==> config.mk <==
export PLATFORM = sky130hd
export DESIGN_NAME = delta_value_cache_core_flat
export DESIGN_NICKNAME = d
export VERILOG_FILES = /design/src/rtl/dvc_pkg.sv /design/src/rtl/dvc_req_if.sv /design/src/rtl/dvc_rsp_if.sv /design/src/rtl/dvc_cell.sv /design/src/rtl/delta_value_cache_core.sv /design/src/flat_wrapper.sv
export SDC_FILE = /design/constraint.sdc
export NUM_CORES = 2
export LEC_CHECK = 0
export BUFFER_PORTS_ARGS = -buffer_cell sky130_fd_sc_hd__buf_4
export CAP_MARGIN = 25
export CORE_UTILIZATION = 55
export CTS_CLUSTER_SIZE = 12
export DETAILED_ROUTE_END_ITERATION = 10
export GPL_TIMING_DRIVEN = 0
export PLACE_DENSITY = 0.72
export SYNTH_ARGS = -nofsm -noshare
export SYNTH_HDL_FRONTEND = slang
export SYNTH_SLANG_ARGS = --single-unit
==> constraint.sdc <==
create_clock -name clk -period 6.8 [get_ports clk]
set_input_delay 0.34 -clock clk [delete_from_list [all_inputs] [get_ports clk]]
set_output_delay 0.34 -clock clk [all_outputs]
set_load 0.02 [all_outputs]
==> src/rtl/dvc_pkg.sv <==
// ----------------------------------------------------------------------------
// dvc_pkg: shared types, codes and functions of the delta value cache.
// Request codes, the per-cell control bundle and the block size predictor.
// ----------------------------------------------------------------------------
`default_nettype none

package dvc_pkg;

  typedef enum logic [1:0] {
    ST_IDLE,
    ST_COMPARE,
    ST_UPDATE
  } dvc_state_t;

  localparam logic [1:0] REQ_LOOKUP = 2'd0;
  localparam logic [1:0] REQ_INSERT = 2'd1;
  localparam logic [1:0] REQ_PUSH   = 2'd2;

  localparam int SLOT_MAX       = 2;
  localparam int MIN_BLOCK_SIZE = 2;

  typedef struct packed {
    logic        apply;
    logic [31:0] key;
    logic [31:0] wr_data;
  } cell_ctl_t;

  // Highest bit transition inside the contiguous low mask, plus one, at least two.
  function automatic logic [5:0] predict_size(input logic [31:0] delta,
                                              input logic [31:0] mask);
    logic [31:0] in_mask;
    logic [4:0]  change;
    in_mask    = '0;
    in_mask[0] = 1'b1;
    change     = '0;
    for (int j = 1; j < 32; j++) begin
      in_mask[j] = in_mask[j-1] & mask[j];
    end
    for (int j = 1; j < 32; j++) begin
      if (in_mask[j] && (delta[j] != delta[j-1])) begin
        change = 5'(j);
      end
    end
    if (change == 5'd0) begin
      return 6'(MIN_BLOCK_SIZE);
    end
    return 6'(change) + 6'd1;
  endfunction

endpackage

`default_nettype wire

==> src/rtl/dvc_req_if.sv <==
// ----------------------------------------------------------------------------
// dvc_req_if: request channel of the delta value cache.
// Valid/ready handshake carrying the request type, value and mask.
// ----------------------------------------------------------------------------
`default_nettype none

interface dvc_req_if;
  logic        valid;
  logic        ready;
  logic [1:0]  req_type;
  logic [31:0] data_value;
  logic [31:0] value_mask;

  modport source (output valid, req_type, data_value, value_mask, input ready);
  modport sink   (input valid, req_type, data_value, value_mask, output ready);
endinterface

`default_nettype wire

==> src/rtl/dvc_rsp_if.sv <==
// ----------------------------------------------------------------------------
// dvc_rsp_if: response channel of the delta value cache.
// Valid/ready handshake carrying one result per request.
// ----------------------------------------------------------------------------
`default_nettype none

interface dvc_rsp_if;
  logic        valid;
  logic        ready;
  logic        hit;
  logic [3:0]  hit_index;
  logic [31:0] out_value;
  logic        same_diff;
  logic [5:0]  block_size;

  modport source (output valid, hit, hit_index, out_value, same_diff, block_size,
                  input ready);
  modport sink   (input valid, hit, hit_index, out_value, same_diff, block_size,
                  output ready);
endinterface

`default_nettype wire

==> src/rtl/dvc_cell.sv <==
// ----------------------------------------------------------------------------
// dvc_cell: one entry of the cache row.
// Holds a value, compares it with the search key and on an update either
// loads the new value, takes its front neighbor's value or keeps its own.
// ----------------------------------------------------------------------------
`default_nettype none

module dvc_cell #(
  parameter int CACHE_DEPTH = 16,
  parameter int CELL_IDX    = 0,
  localparam int IW = $clog2(CACHE_DEPTH),
  localparam int CW = $clog2(CACHE_DEPTH + 1)
) (
  input  wire                     clk,
  input  wire dvc_pkg::cell_ctl_t ctl,
  input  wire logic [IW-1:0]      lo,
  input  wire logic [IW-1:0]      hi,
  input  wire logic [CW-1:0]      count,
  input  wire logic [31:0]        prev_entry,
  output logic [31:0]             entry,
  output logic                    match
);
  import dvc_pkg::*;

  localparam logic [IW-1:0] MY_POS = IW'(CELL_IDX);
  localparam logic [CW-1:0] MY_CNT = CW'(CELL_IDX);

  always_ff @(posedge clk) begin
    if (ctl.apply) begin
      if (MY_POS == lo) begin
        entry <= ctl.wr_data;
      end else if ((MY_POS > lo) && (MY_POS <= hi)) begin
        entry <= prev_entry;
      end
    end
  end

  assign match = (MY_CNT < count) && (entry == ctl.key);

endmodule

`default_nettype wire

==> src/rtl/delta_value_cache_core.sv <==
// ----------------------------------------------------------------------------
// delta_value_cache_core: self-organizing value cache for a compressor.
// A row of cells, one per entry, searched in parallel and shifted in place.
// ----------------------------------------------------------------------------
// Each request passes through the idle (capture) state, a compare state in which every
// cell compares its entry with the key while the delta and the predicted block
// size are formed, and an update state in which the first match is encoded, the
// row shifts by one cell per entry and the result is registered. A new request
// is taken only in the idle state, so requests never overlap; a result that is
// not taken holds the update state. Entries hold no reset value; only the first
// count of them ever take part in a search.
`default_nettype none

module delta_value_cache_core #(
  parameter int CACHE_DEPTH = 16
) (
  input  wire       clk,
  input  wire       rst,
  dvc_req_if.sink   req,
  dvc_rsp_if.source rsp
);
  import dvc_pkg::*;

  localparam int IW = $clog2(CACHE_DEPTH);
  localparam int CW = $clog2(CACHE_DEPTH + 1);
  localparam logic [CACHE_DEPTH-1:0] ONE_VEC = CACHE_DEPTH'(1);

  dvc_state_t state, state_next;

  logic [1:0]  rq_type;
  logic [31:0] rq_value;
  logic [31:0] rq_mask;

  logic [CW-1:0] count;
  logic [31:0]   prev_delta;
  logic [31:0]   last_ins;
  logic [5:0]    pred;

  logic [CACHE_DEPTH-1:0] match, match_r;
  logic [31:0]            delta, delta_r;
  logic [5:0]             pred_r;

  logic [31:0] entry_chain [CACHE_DEPTH];
  cell_ctl_t   ctl;

  logic                   adv;
  logic [CACHE_DEPTH-1:0] first;
  logic [IW-1:0]          hit_pos;
  logic                   full;
  logic [IW-1:0]          hi_ins;
  logic [IW-1:0]          slot;
  logic [31:0]            ins_val;
  logic                   do_write;
  logic [IW-1:0]          lo, hi;
  logic [31:0]            wr_data;
  logic                   grow;
  logic                   set_last;
  logic [31:0]            new_last;
  logic                   ld_delta;
  logic                   res_hit;
  logic [3:0]             res_idx;
  logic [31:0]            res_val;
  logic                   res_same;

  always_ff @(posedge clk) begin
    if (rst) begin
      state <= ST_IDLE;
    end else begin
      state <= state_next;
    end
  end

  always_comb begin
    state_next = state;
    case (state)
      ST_IDLE:    if (req.valid) state_next = ST_COMPARE;
      ST_COMPARE: state_next = ST_UPDATE;
      ST_UPDATE:  if (adv) state_next = ST_IDLE;
      default:    state_next = ST_IDLE;
    endcase
  end

  always_comb begin
    req.ready = (state == ST_IDLE);
    adv       = (state == ST_UPDATE) && (!rsp.valid || rsp.ready);
  end

  always_ff @(posedge clk) begin
    if (req.valid && req.ready) begin
      rq_type  <= req.req_type;
      rq_value <= req.data_value;
      rq_mask  <= req.value_mask;
    end
  end

  assign delta = (rq_type == REQ_INSERT) ? rq_value : ((rq_value - last_ins) & rq_mask);

  always_ff @(posedge clk) begin
    if (state == ST_COMPARE) begin
      match_r <= match;
      delta_r <= delta;
      pred_r  <= predict_size(delta, rq_mask);
    end
  end

  assign ctl.apply   = adv && do_write;
  assign ctl.key     = rq_value;
  assign ctl.wr_data = wr_data;

  for (genvar i = 0; i < CACHE_DEPTH; i++) begin : g_cell
    logic [31:0] prev_in;
    if (i == 0) begin : g_head
      assign prev_in = '0;
    end else begin : g_body
      assign prev_in = entry_chain[i-1];
    end
    dvc_cell #(
      .CACHE_DEPTH (CACHE_DEPTH),
      .CELL_IDX    (i)
    ) u_cell (
      .clk        (clk),
      .ctl        (ctl),
      .lo         (lo),
      .hi         (hi),
      .count      (count),
      .prev_entry (prev_in),
      .entry      (entry_chain[i]),
      .match      (match[i])
    );
  end

  always_comb begin
    first   = match_r & (~match_r + ONE_VEC);
    hit_pos = '0;
    for (int i = 0; i < CACHE_DEPTH; i++) begin
      if (first[i]) begin
        hit_pos = hit_pos | IW'(i);
      end
    end
    full     = (count == CW'(CACHE_DEPTH));
    hi_ins   = full ? IW'(CACHE_DEPTH - 1) : IW'(count);
    slot     = (count <= CW'(SLOT_MAX)) ? IW'(count) : IW'(SLOT_MAX);
    ins_val  = (last_ins + rq_value) & rq_mask;
    do_write = 1'b0;
    lo       = '0;
    hi       = '0;
    wr_data  = rq_value;
    grow     = 1'b0;
    set_last = 1'b0;
    new_last = last_ins;
    ld_delta = 1'b0;
    res_hit  = 1'b0;
    res_idx  = '0;
    res_val  = '0;
    res_same = 1'b0;
    case (rq_type)
      REQ_LOOKUP: begin
        do_write = 1'b1;
        if (|match_r) begin
          lo      = hit_pos >> 1;
          hi      = hit_pos;
          res_hit = 1'b1;
          res_idx = 4'(hit_pos);
        end else begin
          lo       = slot;
          hi       = hi_ins;
          grow     = !full;
          set_last = 1'b1;
          new_last = rq_value & rq_mask;
          res_val  = delta_r;
          res_same = (delta_r == prev_delta);
          ld_delta = (delta_r != prev_delta);
        end
      end
      REQ_INSERT: begin
        do_write = 1'b1;
        lo       = slot;
        hi       = hi_ins;
        wr_data  = ins_val;
        grow     = !full;
        set_last = 1'b1;
        new_last = ins_val;
        res_val  = ins_val;
        ld_delta = (delta_r != prev_delta);
      end
      REQ_PUSH: begin
        do_write = 1'b1;
        lo       = '0;
        hi       = hi_ins;
        wr_data  = rq_value & rq_mask;
        grow     = !full;
        res_val  = rq_value & rq_mask;
      end
      default: begin
      end
    endcase
  end

  always_ff @(posedge clk) begin
    if (rst) begin
      count      <= '0;
      prev_delta <= '0;
      last_ins   <= '0;
      pred       <= '0;
    end else if (adv) begin
      if (grow) begin
        count <= count + CW'(1);
      end
      if (set_last) begin
        last_ins <= new_last;
      end
      if (ld_delta) begin
        prev_delta <= delta_r;
        pred       <= pred_r;
      end
    end
  end

  always_ff @(posedge clk) begin
    if (rst) begin
      rsp.valid <= 1'b0;
    end else if (adv) begin
      rsp.valid <= 1'b1;
    end else if (rsp.ready) begin
      rsp.valid <= 1'b0;
    end
  end

  always_ff @(posedge clk) begin
    if (adv) begin
      rsp.hit        <= res_hit;
      rsp.hit_index  <= res_idx;
      rsp.out_value  <= res_val;
      rsp.same_diff  <= res_same;
      rsp.block_size <= ld_delta ? pred_r : pred;
    end
  end

endmodule

`default_nettype wire

==> src/flat_wrapper.sv <==
// flat-port wrapper written by rule: the top's interface ports become plain ports
module delta_value_cache_core_flat import dvc_pkg::*;
#(
  parameter int CACHE_DEPTH = 16
)
  (clk, rst, req_valid, req_req_type, req_data_value, req_value_mask, req_ready, rsp_valid, rsp_hit, rsp_hit_index, rsp_out_value, rsp_same_diff, rsp_block_size, rsp_ready);
  dvc_req_if req_i ();
  dvc_rsp_if rsp_i ();
  input  wire clk;
  input  wire rst;
  input wire logic [$bits(req_i.valid)-1:0] req_valid;
  input wire logic [$bits(req_i.req_type)-1:0] req_req_type;
  input wire logic [$bits(req_i.data_value)-1:0] req_data_value;
  input wire logic [$bits(req_i.value_mask)-1:0] req_value_mask;
  output wire logic [$bits(req_i.ready)-1:0] req_ready;
  output wire logic [$bits(rsp_i.valid)-1:0] rsp_valid;
  output wire logic [$bits(rsp_i.hit)-1:0] rsp_hit;
  output wire logic [$bits(rsp_i.hit_index)-1:0] rsp_hit_index;
  output wire logic [$bits(rsp_i.out_value)-1:0] rsp_out_value;
  output wire logic [$bits(rsp_i.same_diff)-1:0] rsp_same_diff;
  output wire logic [$bits(rsp_i.block_size)-1:0] rsp_block_size;
  input wire logic [$bits(rsp_i.ready)-1:0] rsp_ready;
  assign req_i.valid = req_valid;
  assign req_i.req_type = req_req_type;
  assign req_i.data_value = req_data_value;
  assign req_i.value_mask = req_value_mask;
  assign req_ready = req_i.ready;
  assign rsp_valid = rsp_i.valid;
  assign rsp_hit = rsp_i.hit;
  assign rsp_hit_index = rsp_i.hit_index;
  assign rsp_out_value = rsp_i.out_value;
  assign rsp_same_diff = rsp_i.same_diff;
  assign rsp_block_size = rsp_i.block_size;
  assign rsp_i.ready = rsp_ready;
  delta_value_cache_core #(.CACHE_DEPTH(CACHE_DEPTH)) u_core (.clk(clk), .rst(rst), .req(req_i), .rsp(rsp_i));
endmodule
==> results.yml <==
timing:
  grt_setup_unrepaired: "no"
  finalClockSkew_ns: 0.0274
  fmaxAchievable_ghz: 0.156
  final_critical_path_required_period_ns: 6.40
  whs_ns: 0.146
  final_min_period_over_clock_period_pct: 94.2
  finalSetupViolCount: 0
  tightestPinTransition_ns: 1.51
  max_slew_margin_pct: -0.708
  max_slew_violation_total_from_the_final_report: 8
  report.final.hold_viol_count: 0
power:
  combPwrFrac_pct: 13.0
  int_pwr_mw: 8.08
  net_switching_power_mw: 2.98
  total_power_of_the_final_layout_mw: 11.1
  sequential_share_of_power_pct: 46.6
  worst_ir_drop_vdd_mv: 0.220
  p_per_area_nw_per_um2: 233
  power_leakage_nw: 16.4
  switching_share_pct: 27.0
  share_clk_of_total_power_pct: 40.4
routing:
  ant_nets: 0
  drt_first_iter_violations: 5132
  vias_per_cell: 6.24
  num_vias: 32700
  detail_route.drc_violations: 0
  wl_per_cell_um: 29.6
  detail_route.first_pass.iterations: 6
  routed_wirelength_um: 155000
yosys:
  post_synth_edffs: 676
  ys_dominant_reg_cell: "edfxtp_1"
  synth.most_common_cell: "edfxtp_1"
  netlist_area_um2: 40500
  synthesis.area_per_instance_um2: 10.5
  synth_area_leader_cell: "edfxtp_1"
  synth_top_area_share_pct: 50.1
  synthesized_netlist_net_count: 4000
  synthesis.yosys.warnings: 0
  synth_seq_area_share_pct: 53.9
  async_flop_share_pct: 0
  ys_top_cells_by_count: "edfxtp_1, nand2_1, clkbuf_1"
  yosysUniqueCellTypes: 106
  synth_seq_cells: 754
  syn_inst: 3857
  ys_top_cells_by_area: "edfxtp_1, xnor2_1, xor2_1"
finish:
  area.growth.synth_to_final_pct: 16.9
  fillCellCount: 5766
  post_route_cells_drive_above_1_share_pct: 10.2
  finish.utilization_pct: 64.9
  net_count_of_the_finished_layout: 4355
  design_area_um2: 47400
die:
  die-height_um: 273
  top_level_ports: 116
  floorplan.initialDensity_pct: 55.5
  placeableCoreArea_um2: 73000
  floorplan.rows: 99
  fp.dieArea_um2: 74800
  die_w_um: 273
min_path:
  hp-start: "rsp_ready"
  timing.hold.worst.class: "in -> reg"
critical_path:
  critical_path.startpoint_type: "flip-flop"
  critical_path.cell_chain: "clkbuf_1 > clkbuf_1 > inv_1 > ha_1 > fa_1 > nand2b_1 > a21oi_2 > o21ai_2 > a21oi_2 > xnor2_1 > o31ai_2 > xnor2_1 > a21boi_0 > nor2_1 > a211o_1 > a21oi_1 > o22ai_1 > o21ai_0 > nand2b_1 > ha_1 > nor3b_1 > nor3_1 > a21oi_1"
  rr_endpoint: "u_core.pred_r[4]$_SDFFCE_PN0N_"
  cpLargestDelayFamily: "compound AO/OA/AOI/OAI gates"
  timing.critical_path.to: "u_core.pred_r[4]$_SDFFCE_PN0N_"
  criticalPathCategory: "reg -> reg"
  sum_of_buffers_and_inverters_on_the_critical_path: 3
  timing.critical_path.slowest_cell_delay_ns: 0.53
  reg2reg_depth: 23
  cp_num_cells: 23
  crit_path_end_kind: "flip-flop"
  crit_arrival_ns: 6.80
  max_stage_delay_cell_worst_path: "a21oi_2"
  worst_ep_required_time_ns: 7.19
  timing.reg2reg.setup_slack_ns: 0.40
  worst_r2r_startpoint: "u_core.rq_value[0]$_DFFE_PP_"
  worst_setup_path_startpoint: "u_core.rq_value[0]$_DFFE_PP_"
  largest_fanout_of_any_net_on_the_critical_path: 8
clock_network:
  numCtsBuffers: 84
  ctsLongestPathBuffers: 3
  postCtsSetupRepairBufs: 0
  clk_latency_ns: 0.67
  cts_sinks: 754
  cts_tree: "yes"
  clock_tree.htree_level_count: 3
  clk_root_buffer_cell: "clkbuf_16"
  cts.clk_slew.worst_paths_ns: 0.06
run_status:
  violations: "slew limit"
  outcome: "finished, violations left"
grt:
  global_route_usage_over_all_layers_pct: 41.3
  initial_antenna_violation_count: 1
  grt_first_pass_wirelength_um: 217000
  number_of_global_route_vias_before_repair: 30600
  grt.overflow.total: 0
  grt_max_degree: 58
placed_design:
  dpl_cell_area_um2: 44100
  dp_hpwl_um: 117000
  numPortBuffers: 114
  gp_congestion: 1.05
flow_run:
  drv_cap: 0
==> layout make-up <==
type	count	area, um^2	share of cell area, %
sequential	754	21900	46.1
antenna	1	2.50	0.00528
multi-input combinational	2510	16500	34.8
tap	959	1200	2.53
inverter	119	447	0.943
clock inverter	34	338	0.713
clock buffer	122	2310	4.87
timing repair buffer	269	2810	5.93
buffer	474	1940	4.10
==> stage by stage <==
stage          std cells  worst slack, ns  setup TNS, ns
2_1_floorplan       3857            0.962              0
3_3_place_gp        4930            -1.82        -156.65
3_5_place_dp        5017            0.372              0
4_1_cts             5240            0.336              0
5_1_grt             5241            0.131              0
6_report            5242            0.396              0
==> worst min-delay path by stage <==
stage / cells past startpoint / to / slack [ns]
after floorplan: 2 / u_core.pred[0]$_SDFFE_PP0P_ / 0.43
after global placement: 2 / u_core.pred[0]$_SDFFE_PP0P_ / 0.44
after detailed placement: 2 / u_core.pred[3]$_SDFFE_PP0P_ / 0.44
after CTS: 4 / u_core.state[1]$_SDFFE_PP0P_ / 0.12
after global routing: 4 / u_core.state[1]$_SDFFE_PP0P_ / 0.18
final: 4 / u_core.state[1]$_SDFFE_PP0P_ / 0.15
==> tightest hold or removal path: stages <==
cell and delay, ns:
buf_4 0.08, nor2b_1 0.12, a21oi_1 0.16, nor2_1 0.05
==> cell usage in the layout, fill, tap and decap left out, drive strengths merged, types with 23 or more instances in the layout <==
cell | synthesis | routed
nand2b | 23 | 23
nand3 | 74 | 74
nand4 | 107 | 107
inv | 116 | 121
clkinv | 3 | 27
nor2 | 220 | 220
dfxtp | 78 | 78
xor2 | 227 | 227
xnor2 | 395 | 395
nand2 | 409 | 409
a31oi | 26 | 26
a21oi | 196 | 196
nor4 | 82 | 82
ha | 71 | 71
nor3 | 42 | 42
o21ai | 263 | 263
clkbuf | 408 | 531
buf | 64 | 265
dlygate4sd3 | 0 | 67
mux2i | 24 | 24
edfxtp | 676 | 676
==> routing by layer <==
layer	vias to the layer above	share of wire, %	track usage, %
met5	-	0.017	0
met4	4	6.3	22.7
met3	438	12	8.79
met2	2274	42	60.1
met1	15800	39	57.8
li1	14200	-	-
==> kinds of logic (layout without fill, tap and decap cells) <==
group           Yosys count  after routing  synth area share (%)
mux                      39             39                  1.01
compound gates          700            700                  10.9
simple gates           1076           1076                  12.6
buf+inv                 593           1018                  5.83
xor+xnor                622            622                  13.4
flops                   754            754                  53.9
fa+ha+maj                73             73                  2.29
other cells               0              1                     0
==> what timing repair did <==
item	in CTS	in global routing
setup endpoints to repair	0	4
hold buffers	67	0
hold endpoints to repair	67	0
gates resized for setup	0	1
==> flip-flops by register name, indices dropped and copies added, names as in the netlist <==
name,cells
u_core.rsp.same_diff,1
u_core.rsp.block_size,6
u_core.count,5
u_core.state,2
u_core.delta_r,32
u_core.rsp.hit,1
u_core.pred,6
u_core.rq_mask,32
u_core.pred_r,6
u_core.prev_delta,32
u_core.rq_value,32
u_core.rsp.valid,1
u_core.rsp.out_value,32
u_core.g_cell.u_cell.entry,512
u_core.match_r,16
u_core.rsp.hit_index,4
u_core.rq_type,2
u_core.last_ins,32
==> power by group through the flow <==
stage	combinational (mW)	sequential (mW)	clock [mW]
after floorplan	0.723	5.22	0
after global placement	1.24	5.25	0
after detailed placement	1.34	5.25	0
after CTS	1.38	5.15	4.48
after global routing	1.47	5.16	4.63
final	1.44	5.15	4.47
Note: power is estimated with default switching activity, not from simulation.
